<file path="src/sv/labelled_pair_distance_sums_defines.svh">
// assertion macros for the distance-sum block
`ifndef LABELLED_PAIR_DISTANCE_SUMS_DEFINES_SVH
`define LABELLED_PAIR_DISTANCE_SUMS_DEFINES_SVH
`ifndef SYNTHESIS
`define LPDS_ASSERT(lbl, clk, rst_n, prop) \
  lbl: assert property (@(posedge clk) disable iff (!rst_n) prop) else $error("lpds check failed");
`define LPDS_ASSERT_RST(lbl, clk, prop) \
  lbl: assert property (@(posedge clk) prop) else $error("lpds reset check failed");
`else
`define LPDS_ASSERT(lbl, clk, rst_n, prop)
`define LPDS_ASSERT_RST(lbl, clk, prop)
`endif
`endif

</file>
<file path="src/sv/lpds_pkg.sv">
package lpds_pkg;
  localparam int MAX_POINTS_DEF = 1024;
  localparam int MAX_DIMS_DEF = 8;
  localparam int COORD_BITS_DEF = 16;
  localparam int LABEL_W = 16;
  localparam int SUM_W = 28;
  localparam int IDX_W = 11;
  localparam int DIMS_W = 4;
  localparam logic [SUM_W-1:0] SUM_MAX = '1;

  typedef enum logic [4:0] {
    ST_IDLE = 5'b00001,
    ST_RUN  = 5'b00010,
    ST_SQRT = 5'b00100,
    ST_DRAIN = 5'b01000,
    ST_OUT  = 5'b10000
  } state_t;
endpackage

</file>
<file path="src/sv/lpds_lane.sv">
// one coordinate lane: squared difference, registered
module lpds_lane #(
  parameter int COORD_BITS = lpds_pkg::COORD_BITS_DEF
) (
  input  logic                         clk,
  input  logic                         en,
  input  logic                         use_lane,
  input  logic signed [COORD_BITS-1:0] cur,
  input  logic signed [COORD_BITS-1:0] stored,
  output logic [2*COORD_BITS+1:0]      sq_r
);
  logic signed [COORD_BITS:0] diff;
  logic [COORD_BITS:0] mag;
  logic [2*COORD_BITS+1:0] sq_nxt;

  assign diff = {cur[COORD_BITS-1], cur} - {stored[COORD_BITS-1], stored};
  assign mag = diff[COORD_BITS] ? (~diff + 1'b1) : diff;
  assign sq_nxt = use_lane ? mag * mag : '0;

  always_ff @(posedge clk) begin
    if (en) sq_r <= sq_nxt;
  end
endmodule

</file>
<file path="config.mk">
export PLATFORM = sky130hd
export DESIGN_NAME = lpds_lane
export DESIGN_NICKNAME = d
export VERILOG_FILES = /design/src/sv/labelled_pair_distance_sums_defines.svh /design/src/sv/lpds_pkg.sv /design/src/sv/lpds_lane.sv
export SDC_FILE = /design/constraint.sdc
export NUM_CORES = 1
export LEC_CHECK = 0
export CORE_MARGIN = 5
export CORE_UTILIZATION = 50
export DETAILED_ROUTE_END_ITERATION = 16
export DONT_BUFFER_PORTS = 1
export PLACE_DENSITY = 0.71
export SYNTH_ARGS = -nofsm -noshare
export SYNTH_HDL_FRONTEND = slang
export SYNTH_SLANG_ARGS = --single-unit
export TNS_END_PERCENT = 1
</file>
<file path="constraint.sdc">
create_clock -name clk -period 8.6 [get_ports clk]
set_clock_uncertainty 0.1 [all_clocks]
set_input_delay 0.86 -clock clk [delete_from_list [all_inputs] [get_ports clk]]
set_output_delay 0.86 -clock clk [all_outputs]
set_load 0.02 [all_outputs]
</file>
# Word level (Yosys, flattened, before mapping)

Index checks and enable logic that the tools add are counted.
Widths: inputs -> output; s select.

Flip-flop bits (word level): 34
Output and inout bits: 34

$add $sub $neg: 2
Multipliers: 1
Multiplexer cells: 1
Bitwise gates (word level): 1

Operators with widths:

| cell                  | count |
|---|---|
| $mul 17x17->34        | 1 |
| $add 17x1->17 const B | 1 |
| $mux 17               | 1 |
| $not 17->17           | 1 |
| $sub 16x16->17        | 1 |

# Longest topological paths before layout

Word-level depth: 5
Gate-level depth with buffers: 37
Mapped depth without buffers: 35

# Least setup slack after synthesis

No wires, ideal clock.

Path type: in2reg
From: input stored[8]
To: register sq_r[33], data pin
Library setup time: 154 ps
Arrival time: 8657 ps
Required time: 8346 ps
Path slack: -311 ps
Stages: 34
Path through: inv_1 > ha_1 > buf_6 > and2_1 > buf_4 > and3_1 > a221o_1 > a21oi_2 > mux2_1 > a22oi_1 > a21oi_2 > xor2_1 > buf_4 > nor2_1 > fa_1 > inv_1 > fa_1 > inv_1 > fa_1 > fa_1 > fa_1 > inv_1 > fa_1 > inv_1 > ha_1 > a21o_1 > a21o_1 > a21oi_1 > o21ai_0 > a21oi_1 > a211oi_1 > or3_1 > a211o_1 > a21boi_0

Longest elaborated chain between the ends: 5

RTL lines:

| item                 | line            | text |
|---|---|---|
| from (decl)          | lpds_lane.sv:9  | `input logic signed [COORD_BITS-1:0] stored,` |
| $sub 16x16->17 *     | lpds_lane.sv:16 | `assign diff = {cur[COORD_BITS-1], cur} - {stored[COORD_BITS-1], stored};` |
| $not 17->17          | lpds_lane.sv:17 | `assign mag = diff[COORD_BITS] ? (~diff + 1'b1) : diff;` |
| $add 17x1->17        | lpds_lane.sv:17 |  |
| $mux 17 *            | lpds_lane.sv:17 |  |
| $mul 17x17->34 *     | lpds_lane.sv:18 | `assign sq_nxt = use_lane ? mag * mag : '0;` |
| to (signal assigned) | lpds_lane.sv:21 | `if (en) sq_r <= sq_nxt;` |
| to (decl)            | lpds_lane.sv:10 | `output logic [2*COORD_BITS+1:0] sq_r` |

Every way passes the cells marked *; elsewhere a longest branch is shown, timed or not.
A chain may end at the register's enable or synchronous reset.

# Worst setup path in the final report

From: input cur[0]
To: register sq_r[33], data pin

Longest elaborated chain between the ends: 5

RTL lines:

| item             | line            | text |
|---|---|---|
| from (decl)      | lpds_lane.sv:8  | `input logic signed [COORD_BITS-1:0] cur,` |
| $sub 16x16->17 * | lpds_lane.sv:16 |  |
| $not 17->17      | lpds_lane.sv:17 |  |
| $add 17x1->17    | lpds_lane.sv:17 |  |
| $mux 17 *        | lpds_lane.sv:17 |  |
| $mul 17x17->34 * | lpds_lane.sv:18 |  |

Marked as above.

==> reports/metrics.csv <==
metric,value,unit
Initial Util,0.507,
Final Hold Vio Count,0,
largest area contributor in the netlist,fa_1,
CP Launch Type,primary input,
CTS tree,done,
Max-Cap Viols,0,
unrepaired setup endpoints after global routing,true,
Slew HR,0.660,
total wire length,25.6,mm
Setup Crit Path Kind,in -> reg,
worst hold path class,in -> reg,
Cells after Synth,1183,
clk root buf,clkbuf_16,
CTS Hold Bufs,0,
Setup crit end,sq_r[33],
Clock Path Buffers,2,
setup TNS,-24.0,ps
largest registers,sq_r x33,
"Slew Viols, Final",0,
Critical Path Fanout Max,7,
number of flip-flops in the largest register,33,
Top Ports,69,
synth top area cells,"fa_1, ha_1, edfxtp_1",
CP startpoint,cur[0],
die area,24300,sq um
share of cells above drive strength 1,0.240,
residual DRC count,0,
Setup Viol. Count Final,1,
hold depth,0,
Vias/cell,5.25,
element type at the critical path end,flip-flop,
Cell Rows,53,
post-synth top area share,0.364,
Vias,8716,
routability congestion estimate,0.883,
gr usage total,0.217,
Worst-Margin Slew,505,ps
GRT overflow,0,
Crit path arrival time,8660,ps
CTS Buf Count,5,
DP Worst Slack,-531,ps
Syn. warnings,0,
drt first-iter violations,416,
slowest CP cell,fa_1,
Layout area overhead,22.7,%
sequential share of the synthesized area,0.0930,
cell repeated most along the worst path,fa_1,
most common library cells after synthesis,"inv_1, fa_1, ha_1, nor2_1, nand2_1",
register name with the most flops,sq_r,
vias in the first global route,9354,
Die Span Y,156,um
ANT nets after route,0,
global-route wire length before repair,43.0,mm
hpwl dp,21.9,mm
CTS Sinks,33,
number of synthesized flops with an enable pin,33,
max incr delay on CP,590,ps
Post-Layout Inst Area,13100,sq um
most frequent cell after synthesis,inv_1,
final worst setup slack,-24.0,ps
Synth Register Bits,33,
number of port buffers,0,
Tmin final,8620,ps
Core Region,21000,sq um
WL/cell,15.4,um
initial antenna violation count,0,
Antenna Cells,0,
post-layout net count,1732,
placed inst area,12400,sq um
Final period util,1.00,
Max H-tree Level,2,
syn avg cell area,9.01,sq um
DRT Pass-1 Iters,5,
largest net degree at the start of global routing,39,
Mapped Area,10700,sq um
maximum clock frequency,116,MHz
"Req. time, crit path",8630,ps
Post-synth top flop,edfxtp_1,
status,"complete, but fails checks",
Min Hold Slack,592,ps
asr flop ratio synth,0,
Die W,156,um
"CTS clk-pin slew, worst paths",60,ps
Yosys cell types,68,
failing checks,setup timing,
-- cell families after synthesis --
group,Yosys count,share of synthesized area
AOI/OAI and AO/OA,151,0.0964
xor gates and xnor gates,47,0.0411
adders and majority gates,313,0.504
buffers and inverters,301,0.110
DFF,33,0.0930
muxes,7,0.00681
other,2,0.000705
and+or+nand+nor,329,0.148
-- through the flow --
step	cells	util
floorplan	1194	-
global placement	1631	0.591
detailed placement	1631	0.591
CTS	1641	0.600
global route	1660	0.622
finish	1660	0.622
-- worst max-delay path, delay by kind of cell --
family | cells | cell delay (ps)
fa+ha+maj | 9 | 3730
compound gates | 9 | 1590
simple gates | 6 | 1470
buf+inv | 7 | 610
xor+xnor | 2 | 370
-- how the worst min path moves through the flow --
| stage | from | end | slack (ps) |
|---|---|---|---|
| 6_report | en | sq_r[6] | 590 |
| 5_1_grt | en | sq_r[12] | 570 |
| 4_1_cts | en | sq_r[12] | 590 |
| 3_5_place_dp | en | sq_r[12] | 880 |
| 3_3_place_gp | en | sq_r[6] | 880 |
| 2_1_floorplan | en | sq_r[0] | 870 |
-- cells in the final DEF, fill, tap and decap left out, drive strengths merged, types with 4 or more instances in the layout --
cell type and instances:
o21ai 30, a21o 28, clkbuf 6, mux2i 5, a21oi 33, inv 262, or3 8, nand3 10
xnor2 30, nor2 104, o21bai 7, nor2b 8, fa 194, a211oi 12, conb 13, a21boi 5
ha 119, edfxtp 33, nor3b 6, xor2 17, nor3 13, o211ai 6, nand3b 4, nand2b 22
and2 25, or2 9, and3b 4, o2111ai 5, and3 8, nand2 92, buf 221, o21a 4
nand4 7
-- layer usage --
metal | wire length (um) | track usage | vias to the layer above
met5 | 0 | 0 | -
met1 | 9790 | 0.259 | 4296
met3 | 1190 | 0.0300 | 71
li1 | - | - | 4105
met2 | 13900 | 0.410 | 244
met4 | 768 | 0.0542 | 0
-- layout make-up --
class	count	area, sq um
Clock inverter	2	10.0
Fill cell	1722	7940
Inverter	263	1000
Clock buffer	6	129
Tap cell	275	344
Timing Repair Buffer	221	1680
Multi-Input combinational cell	860	8920
Sequential cell	33	991
-- timing repair --
item | 4_1_cts | 5_1_grt
resized for setup | 16 | 89
setup endpoints to repair | 11 | 17
pin swaps | 10 | 48
setup buffers | 2 | 19
Power is not shown: default switching activity piles up to over one toggle a cycle in this logic, so the estimate is an artifact.
