## src/sv/labelled_pair_distance_sums_defines.svh

```systemverilog
// assertion macros for the distance-sum block
`ifndef LABELLED_PAIR_DISTANCE_SUMS_DEFINES_SVH
`define LABELLED_PAIR_DISTANCE_SUMS_DEFINES_SVH
`ifndef SYNTHESIS
`define LPDS_ASSERT(lbl, clk, rst_n, prop) \
  lbl: assert property (@(posedge clk) disable iff (!rst_n) prop) else $error("lpds check failed");
`define LPDS_ASSERT_RST(lbl, clk, prop) \
  lbl: assert property (@(posedge clk) prop) else $error("lpds reset check failed");
`else
`define LPDS_ASSERT(lbl, clk, rst_n, prop)
`define LPDS_ASSERT_RST(lbl, clk, prop)
`endif
`endif

```

## src/sv/lpds_sqrt.sv

```systemverilog
// digit-by-digit floor sqrt, one result bit per cycle
module lpds_sqrt #(
  parameter int IN_W = 40
) (
  input  logic                 clk,
  input  logic                 rst_n,
  input  logic                 start,
  input  logic [IN_W-1:0]      val,
  output logic                 done,
  output logic [IN_W/2-1:0]    root
);
  localparam int HW = IN_W / 2;
  localparam int CW = $clog2(HW + 1);
  logic [IN_W-1:0] rem_r, rem_nxt, root_r, root_nxt, bit_r, bit_nxt;
  logic [CW-1:0] cnt_r, cnt_nxt;
  logic busy_r, busy_nxt;
  logic [IN_W:0] trial;

  assign trial = {1'b0, root_r} + {1'b0, bit_r};

  always_comb begin
    rem_nxt = rem_r;
    root_nxt = root_r;
    bit_nxt = bit_r;
    cnt_nxt = cnt_r;
    busy_nxt = busy_r;
    if (start) begin
      rem_nxt = val;
      root_nxt = '0;
      bit_nxt = {2'b01, {(IN_W-2){1'b0}}};
      cnt_nxt = CW'(HW);
      busy_nxt = 1'b1;
    end else if (busy_r) begin
      if ({1'b0, rem_r} >= trial) begin
        rem_nxt = rem_r - trial[IN_W-1:0];
        root_nxt = (root_r >> 1) + bit_r;
      end else begin
        root_nxt = root_r >> 1;
      end
      bit_nxt = bit_r >> 2;
      cnt_nxt = cnt_r - 1'b1;
      if (cnt_r == CW'(1)) busy_nxt = 1'b0;
    end
  end

  always_ff @(posedge clk) begin
    if (!rst_n) begin
      busy_r <= 1'b0;
      cnt_r <= '0;
    end else begin
      busy_r <= busy_nxt;
      cnt_r <= cnt_nxt;
    end
    rem_r <= rem_nxt;
    root_r <= root_nxt;
    bit_r <= bit_nxt;
  end

  assign done = busy_r && (cnt_r == CW'(1));
  assign root = root_nxt[HW-1:0];
endmodule

```

## config.mk

```make
export PLATFORM = sky130hd
export DESIGN_NAME = lpds_sqrt
export DESIGN_NICKNAME = d
export VERILOG_FILES = /design/src/sv/labelled_pair_distance_sums_defines.svh /design/src/sv/lpds_sqrt.sv
export SDC_FILE = /design/constraint.sdc
export NUM_CORES = 1
export LEC_CHECK = 0
export ABC_AREA = 1
export BUFFER_PORTS_ARGS = -buffer_cell sky130_fd_sc_hd__buf_4
export CAP_MARGIN = 5
export CORE_MARGIN = 8
export CORE_UTILIZATION = 45
export DETAILED_ROUTE_END_ITERATION = 16
export PLACE_DENSITY = 0.65
export SLEW_MARGIN = 10
export SYNTH_ARGS = -nofsm -noshare
export SYNTH_HDL_FRONTEND = slang
export SYNTH_SLANG_ARGS = --single-unit
```

## constraint.sdc

```tcl
create_clock -name clk -period 15.2 [get_ports clk]
set_clock_uncertainty 0.2 [all_clocks]
set_input_delay 3.8 -clock clk [delete_from_list [all_inputs] [get_ports clk]]
set_output_delay 3.8 -clock clk [all_outputs]
set_load 0.05 [all_outputs]
```

* Word level (Yosys, flattened, before mapping)
Cells that the tools add are included.
** Cells by class
- $add $sub $neg :: 4
- Order comparisons :: 1
- Equal/unequal tests :: 1
- Multiplexer cells :: 11
- Bitwise gates (word level) :: 1
- Reductions and logical operators :: 5
** Operators by type and width (number)
- $mux W40 :: 4
- $add A40 B39 Y41 :: 1
- $ge A40 B41 Y1 :: 1
- $add A39 B39 Y40 :: 1
- $mux W20 :: 2
- $sub A40 B40 Y40 :: 1
- $mux W5 :: 2
- $eq A5 B1 Y1 const B :: 1
- $sub A5 B1 Y5 const B :: 1
- $reduce_bool A2 Y1 :: 2
- $mux W1 :: 3
- $reduce_and A2 Y1 :: 1
- $reduce_or A2 Y1 :: 1
- $logic_and A1 B1 Y1 :: 1
- $not A1 Y1 :: 1
** Word-level totals
- Register bits :: 106
- Input bits :: 43
- Output and inout port bits :: 21

* Depth between registers and ports, before layout
- Word-level depth :: 5
- Gate-level depth with buffers :: 30
- Gate-level depth less buffers :: 29

* Worst setup path before layout
Ideal clock, no wire load.
- Kind :: in2out
- Start point :: in start
- End point :: out root[10]
- Arrival :: 5634 ps
- Slack :: 5566 ps
- Stages :: 4
- Cells stage by stage :: clkbuf_1 -> nor2_1 -> clkinv_1 -> o21ai_0
** On the way
- Word-level cells in the longest chain between the ends :: 1
** RTL lines
- from (decl) :: line lpds_sqrt.sv:7 : input logic start,
- $mux W20 :: line lpds_sqrt.sv:27 : if (start) begin
- to (decl) :: line lpds_sqrt.sv:10 : output logic [IN_W/2-1:0] root
No other way between the ends.

* Worst setup path in the final report
- Start point :: reg bit_r[0]
- End point :: out root[17]
** On the way
- Word-level cells in the longest chain between the ends :: 5
** RTL lines
- from (decl) :: line lpds_sqrt.sv:14 : logic [IN_W-1:0] rem_r, rem_nxt, root_r, root_nxt, bit_r, bit_nxt;
- from (signal assigned) :: line lpds_sqrt.sv:56 : bit_r <= bit_nxt;
- $add A40 B39 Y41 :: line lpds_sqrt.sv:19 : assign trial = {1'b0, root_r} + {1'b0, bit_r};
- $ge A40 B41 Y1 :: line lpds_sqrt.sv:34 : if ({1'b0, rem_r} >= trial) begin
- $mux W40 * :: line lpds_sqrt.sv:34
- $mux W20 * :: line lpds_sqrt.sv:33 : end else if (busy_r) begin
- $mux W20 * :: line lpds_sqrt.sv:27
Mark *: on every way between the ends. The rest lies on a longest branch, timed or not.

==> results.py <==
metrics = {
    "timing": {
        "hold_viol": 0,
        "setup_ws_ns": 5.545,
        "setup_viol": 0,
        "timing.slew.headroom_pct": 39.24,
        "tightest_slew_ns": 0.9019,
        "rsz0062_at_grt": "false",
        "fmax_ghz": 0.1036,
        "slew_violations": 0,
        "setup_tns_ns": 0,
        "min_period_over_period_pct": 63.52,
        "period_needed_ns": 9.655,
    },
    "clock_network": {
        "cts_buffer_depth": 2,
        "clk_pin_slew_ns": 0.09,
        "clkLatencyLatePin_ns": 0.38,
        "ctsHtreeMaxLevel": 3,
        "cts_setup_buffers": 0,
        "clkSinkCount": 106,
        "ctsResizeCount": 0,
        "clockRootBuffer": "clkbuf_16",
        "ctsHoldBuffers": 0,
        "cts_tree": "done",
        "cts_buffers": 9,
    },
    "power_and_ir_drop": {
        "p_int_uw": 949.6,
        "seq_power_share_pct": 23.3,
        "combinationalPowerShare_pct": 64.0,
        "clkPwrFrac_pct": 12.7,
        "p_leak_uw": 0.005595,
        "ir_drop_uv": 87.87,
        "powerDensity_nw_per_um2": 164.3,
        "swShare_pct": 53.46,
        "switchingPower_uw": 1091,
    },
    "global_routing": {
        "track_usage_pct": 26.09,
        "grt_pass1_vias": 12150,
        "grt_max_degree": 45,
        "overflow": 0,
        "grt_pass1_wl_um": 63350,
        "antenna_found_initial": 0,
    },
    "job": {
        "drv_cap": 0,
    },
    "critical_path": {
        "slowest_delay_ns": 0.66,
        "path_cells": "ha_1, ha_1, nand3_1, nand2_1, nand2_1, nand2_1, a22oi_1, o21ai_0, a22oi_1, xor2_1, ha_1, a21oi_1, o21ai_0, a21oi_1, nand3_2, nand4_2, buf_4, nand2_2, nand2_1, nand2_1, a21oi_1, buf_4",
        "critPathTopFamily": "simple AND/OR/NAND/NOR gates",
        "required_ns": 11.20,
        "ff2ff_path_depth": 22,
        "arrival_ns": 5.65,
        "worstSetupEndpointType": "output pin",
        "slowest_stage": "nand2_2",
        "r2r_end": "root_r[33]$_SDFFE_PP0P_",
        "r2r_setup_slack_ns": 9.87,
        "worstPathMaxFanout": 42,
        "r2r_start": "bit_r[0]$_SDFFE_PP0P_",
        "critPathLaunchType": "flip-flop",
        "criticalPathCategory": "reg2out",
        "critPathBufInv": 2,
        "cpMostUsedCell": "nand2_1",
    },
    "place": {
        "place_hpwl_um": 32910,
        "pre_cts_slack_ns": 5.842,
        "portBuffers": 63,
        "gp_congestion": 0.9745,
    },
    "yosys": {
        "synth.distinct_cells": 49,
        "syn-num-nets": 2010,
        "syn_area_per_cell_um2": 6.024,
        "synth-edff-count": 40,
        "yosysSeqAreaShare_pct": 22.25,
        "netlist_area_um2": 11340,
        "netlist_instances": 1882,
        "synthFlopType": "dfxtp_1",
        "synth-seq-cells": 106,
        "synth-warning-count": 0,
        "synthArstFlopShare_pct": 0,
    },
    "drt": {
        "drtAntennaViolNets": 0,
        "via_per_inst": 5.434,
        "drt_iter0_drc": 946,
        "drc_errors": 0,
        "first_pass_iters": 5,
        "wirelength_um": 40220,
        "route.detailed.wl_per_inst_um": 17.76,
        "via_count": 12308,
    },
    "die": {
        "die-area_um2": 30530,
        "io_pins": 64,
        "die_w_um": 174.7,
        "coreArea_um2": 24960,
        "die_h_um": 174.7,
        "row_count": 58,
        "initial_utilization_pct": 45.41,
    },
    "layout": {
        "most-common-layout-cells": "nand2_1, inv_1, nor2_1",
        "final_nets": 2058,
        "areaGrowthSynthToFinish_pct": 9.558,
        "n_fill_cell": 2747,
        "n_antenna_cell": 0,
        "drive_above_1_share_pct": 6.202,
        "final_common_cell": "nand2_1",
    },
    "worst_hold_path": {
        "worstHoldStart": "cnt_r[1]$_SDFFE_PP0P_",
        "hold_class": "reg2reg",
        "whs_path_depth": 2,
        "holdPathEnd": "cnt_r[1]$_SDFFE_PP0P_",
    },
    "status": {
        "status": "finished, final reports clean",
    },
}
[through the flow]
step	hold slack (ns)	cell area, um2	instances	utilization [%]	power, uW
after floorplan	0.2577	11340	1882	-	1422
after global placement	0.2852	12120	2249	48.53	1751
after detailed placement	0.3043	12120	2249	48.53	1765
after CTS	0.3196	12420	2265	49.75	2031
after global routing	0.3496	12420	2265	49.75	2215
final	0.3216	12420	2265	49.75	2041
[sequential cells by signal (all words and copies together), names as in the netlist]
name    flops
rem_r      40
root_r     40
bit_r      20
cnt_r       5
busy_r      1
[worst max path at each step]
stage                     startpoint        to  cells past startpoint
2_1_floorplan                  start  root[10]                      4
3_3_place_gp                   start  root[12]                      7
3_5_place_dp                   start  root[10]                      7
4_1_cts        bit_r[0]$_SDFFE_PP0P_  root[17]                     22
5_1_grt        bit_r[0]$_SDFFE_PP0P_  root[19]                     29
6_report       bit_r[0]$_SDFFE_PP0P_  root[17]                     22
[layer usage]
| layer | vias to the layer above | GRT usage (%) | share of wire, % | wire, um |
|---|---|---|---|---|
| li1 | 6254 | - | - | - |
| met3 | 92 | 2.655 | 4.5 | 1813 |
| met4 | 0 | 13.00 | 4.8 | 1913 |
| met5 | - | 0 | 0 | 0 |
| met2 | 369 | 44.53 | 47 | 18730 |
| met1 | 5593 | 32.23 | 44 | 17760 |
[power groups by stage]
stage | Combinational (uW) | Clock [uW] | Sequential, uW
global placement | 1270 | 0 | 479
finish | 1310 | 259 | 476
floorplan | 976 | 0 | 445
CTS | 1290 | 264 | 472
detailed placement | 1290 | 0 | 478
global route | 1460 | 273 | 482
[cells by family after synthesis]
| kind of cell | synth area share (%) |
|---|---|
| AO/OA/AOI/OAI | 14.82 |
| XOR/XNOR | 5.021 |
| adder cells (fa/ha/maj) | 9.447 |
| buffers and inverters | 10.76 |
| flip-flops | 22.25 |
| AND/OR/NAND/NOR | 37.70 |
[worst reg2reg max path, delay by kind of cell, from the launching register on]
| kind | cells | cell delay [ns] |
|---|---|---|
| flip-flops | 1 | 0.38 |
| buffers and inverters | 1 | 0.45 |
| AND/OR/NAND/NOR | 11 | 1.85 |
| adder cells (fa/ha/maj) | 3 | 0.99 |
| XOR/XNOR | 1 | 0.18 |
| AO/OA/AOI/OAI | 6 | 1.17 |
[Yosys cell counts, types with 2 or more instances]
cell / number / share of area [%]
o21bai_1: 14 / 0.93
buf_4: 4 / 0.26
or2_2: 13 / 0.72
xnor2_1: 23 / 1.8
nand3_2: 4 / 0.35
o211ai_1: 2 / 0.13
and3_1: 5 / 0.28
buf_2: 2 / 0.088
o21ai_1: 17 / 0.75
o21a_1: 4 / 0.26
clkbuf_1: 17 / 0.56
xor2_1: 42 / 3.2
a21boi_0: 5 / 0.33
o31ai_1: 4 / 0.26
ha_1: 84 / 9.3
clkinv_1: 3 / 0.099
a31oi_1: 9 / 0.50
nor2_2: 4 / 0.22
nor4_1: 5 / 0.28
o21ai_0: 109 / 4.8
nand3_1: 159 / 7.0
buf_6: 6 / 0.60
dfxtp_1: 66 / 12
o2111ai_1: 2 / 0.15
a22oi_1: 2 / 0.13
a21oi_1: 101 / 4.5
nand4_1: 27 / 1.5
edfxtp_1: 40 / 11
nor3_1: 25 / 1.1
buf_1: 5 / 0.17
a21o_1: 7 / 0.46
o22ai_1: 21 / 1.2
nand2_1: 581 / 19
inv_1: 270 / 8.9
nand3b_1: 11 / 0.73
nor2_1: 174 / 5.8
nand2_2: 3 / 0.17
[final cells by class]
cell class / count / area [um2] / area share [%]
Sequential cell: 106 / 2522 / 20.31
Inverter: 273 / 1025 / 8.250
Timing Repair Buffer: 72 / 540.5 / 4.352
Multi-Input combinational cell: 1468 / 7615 / 61.31
Clock inverter: 7 / 80.08 / 0.6447
Tap cell: 330 / 412.9 / 3.324
Clock buffer: 9 / 225.2 / 1.813
Note: power is estimated with default switching activity, not from simulation.
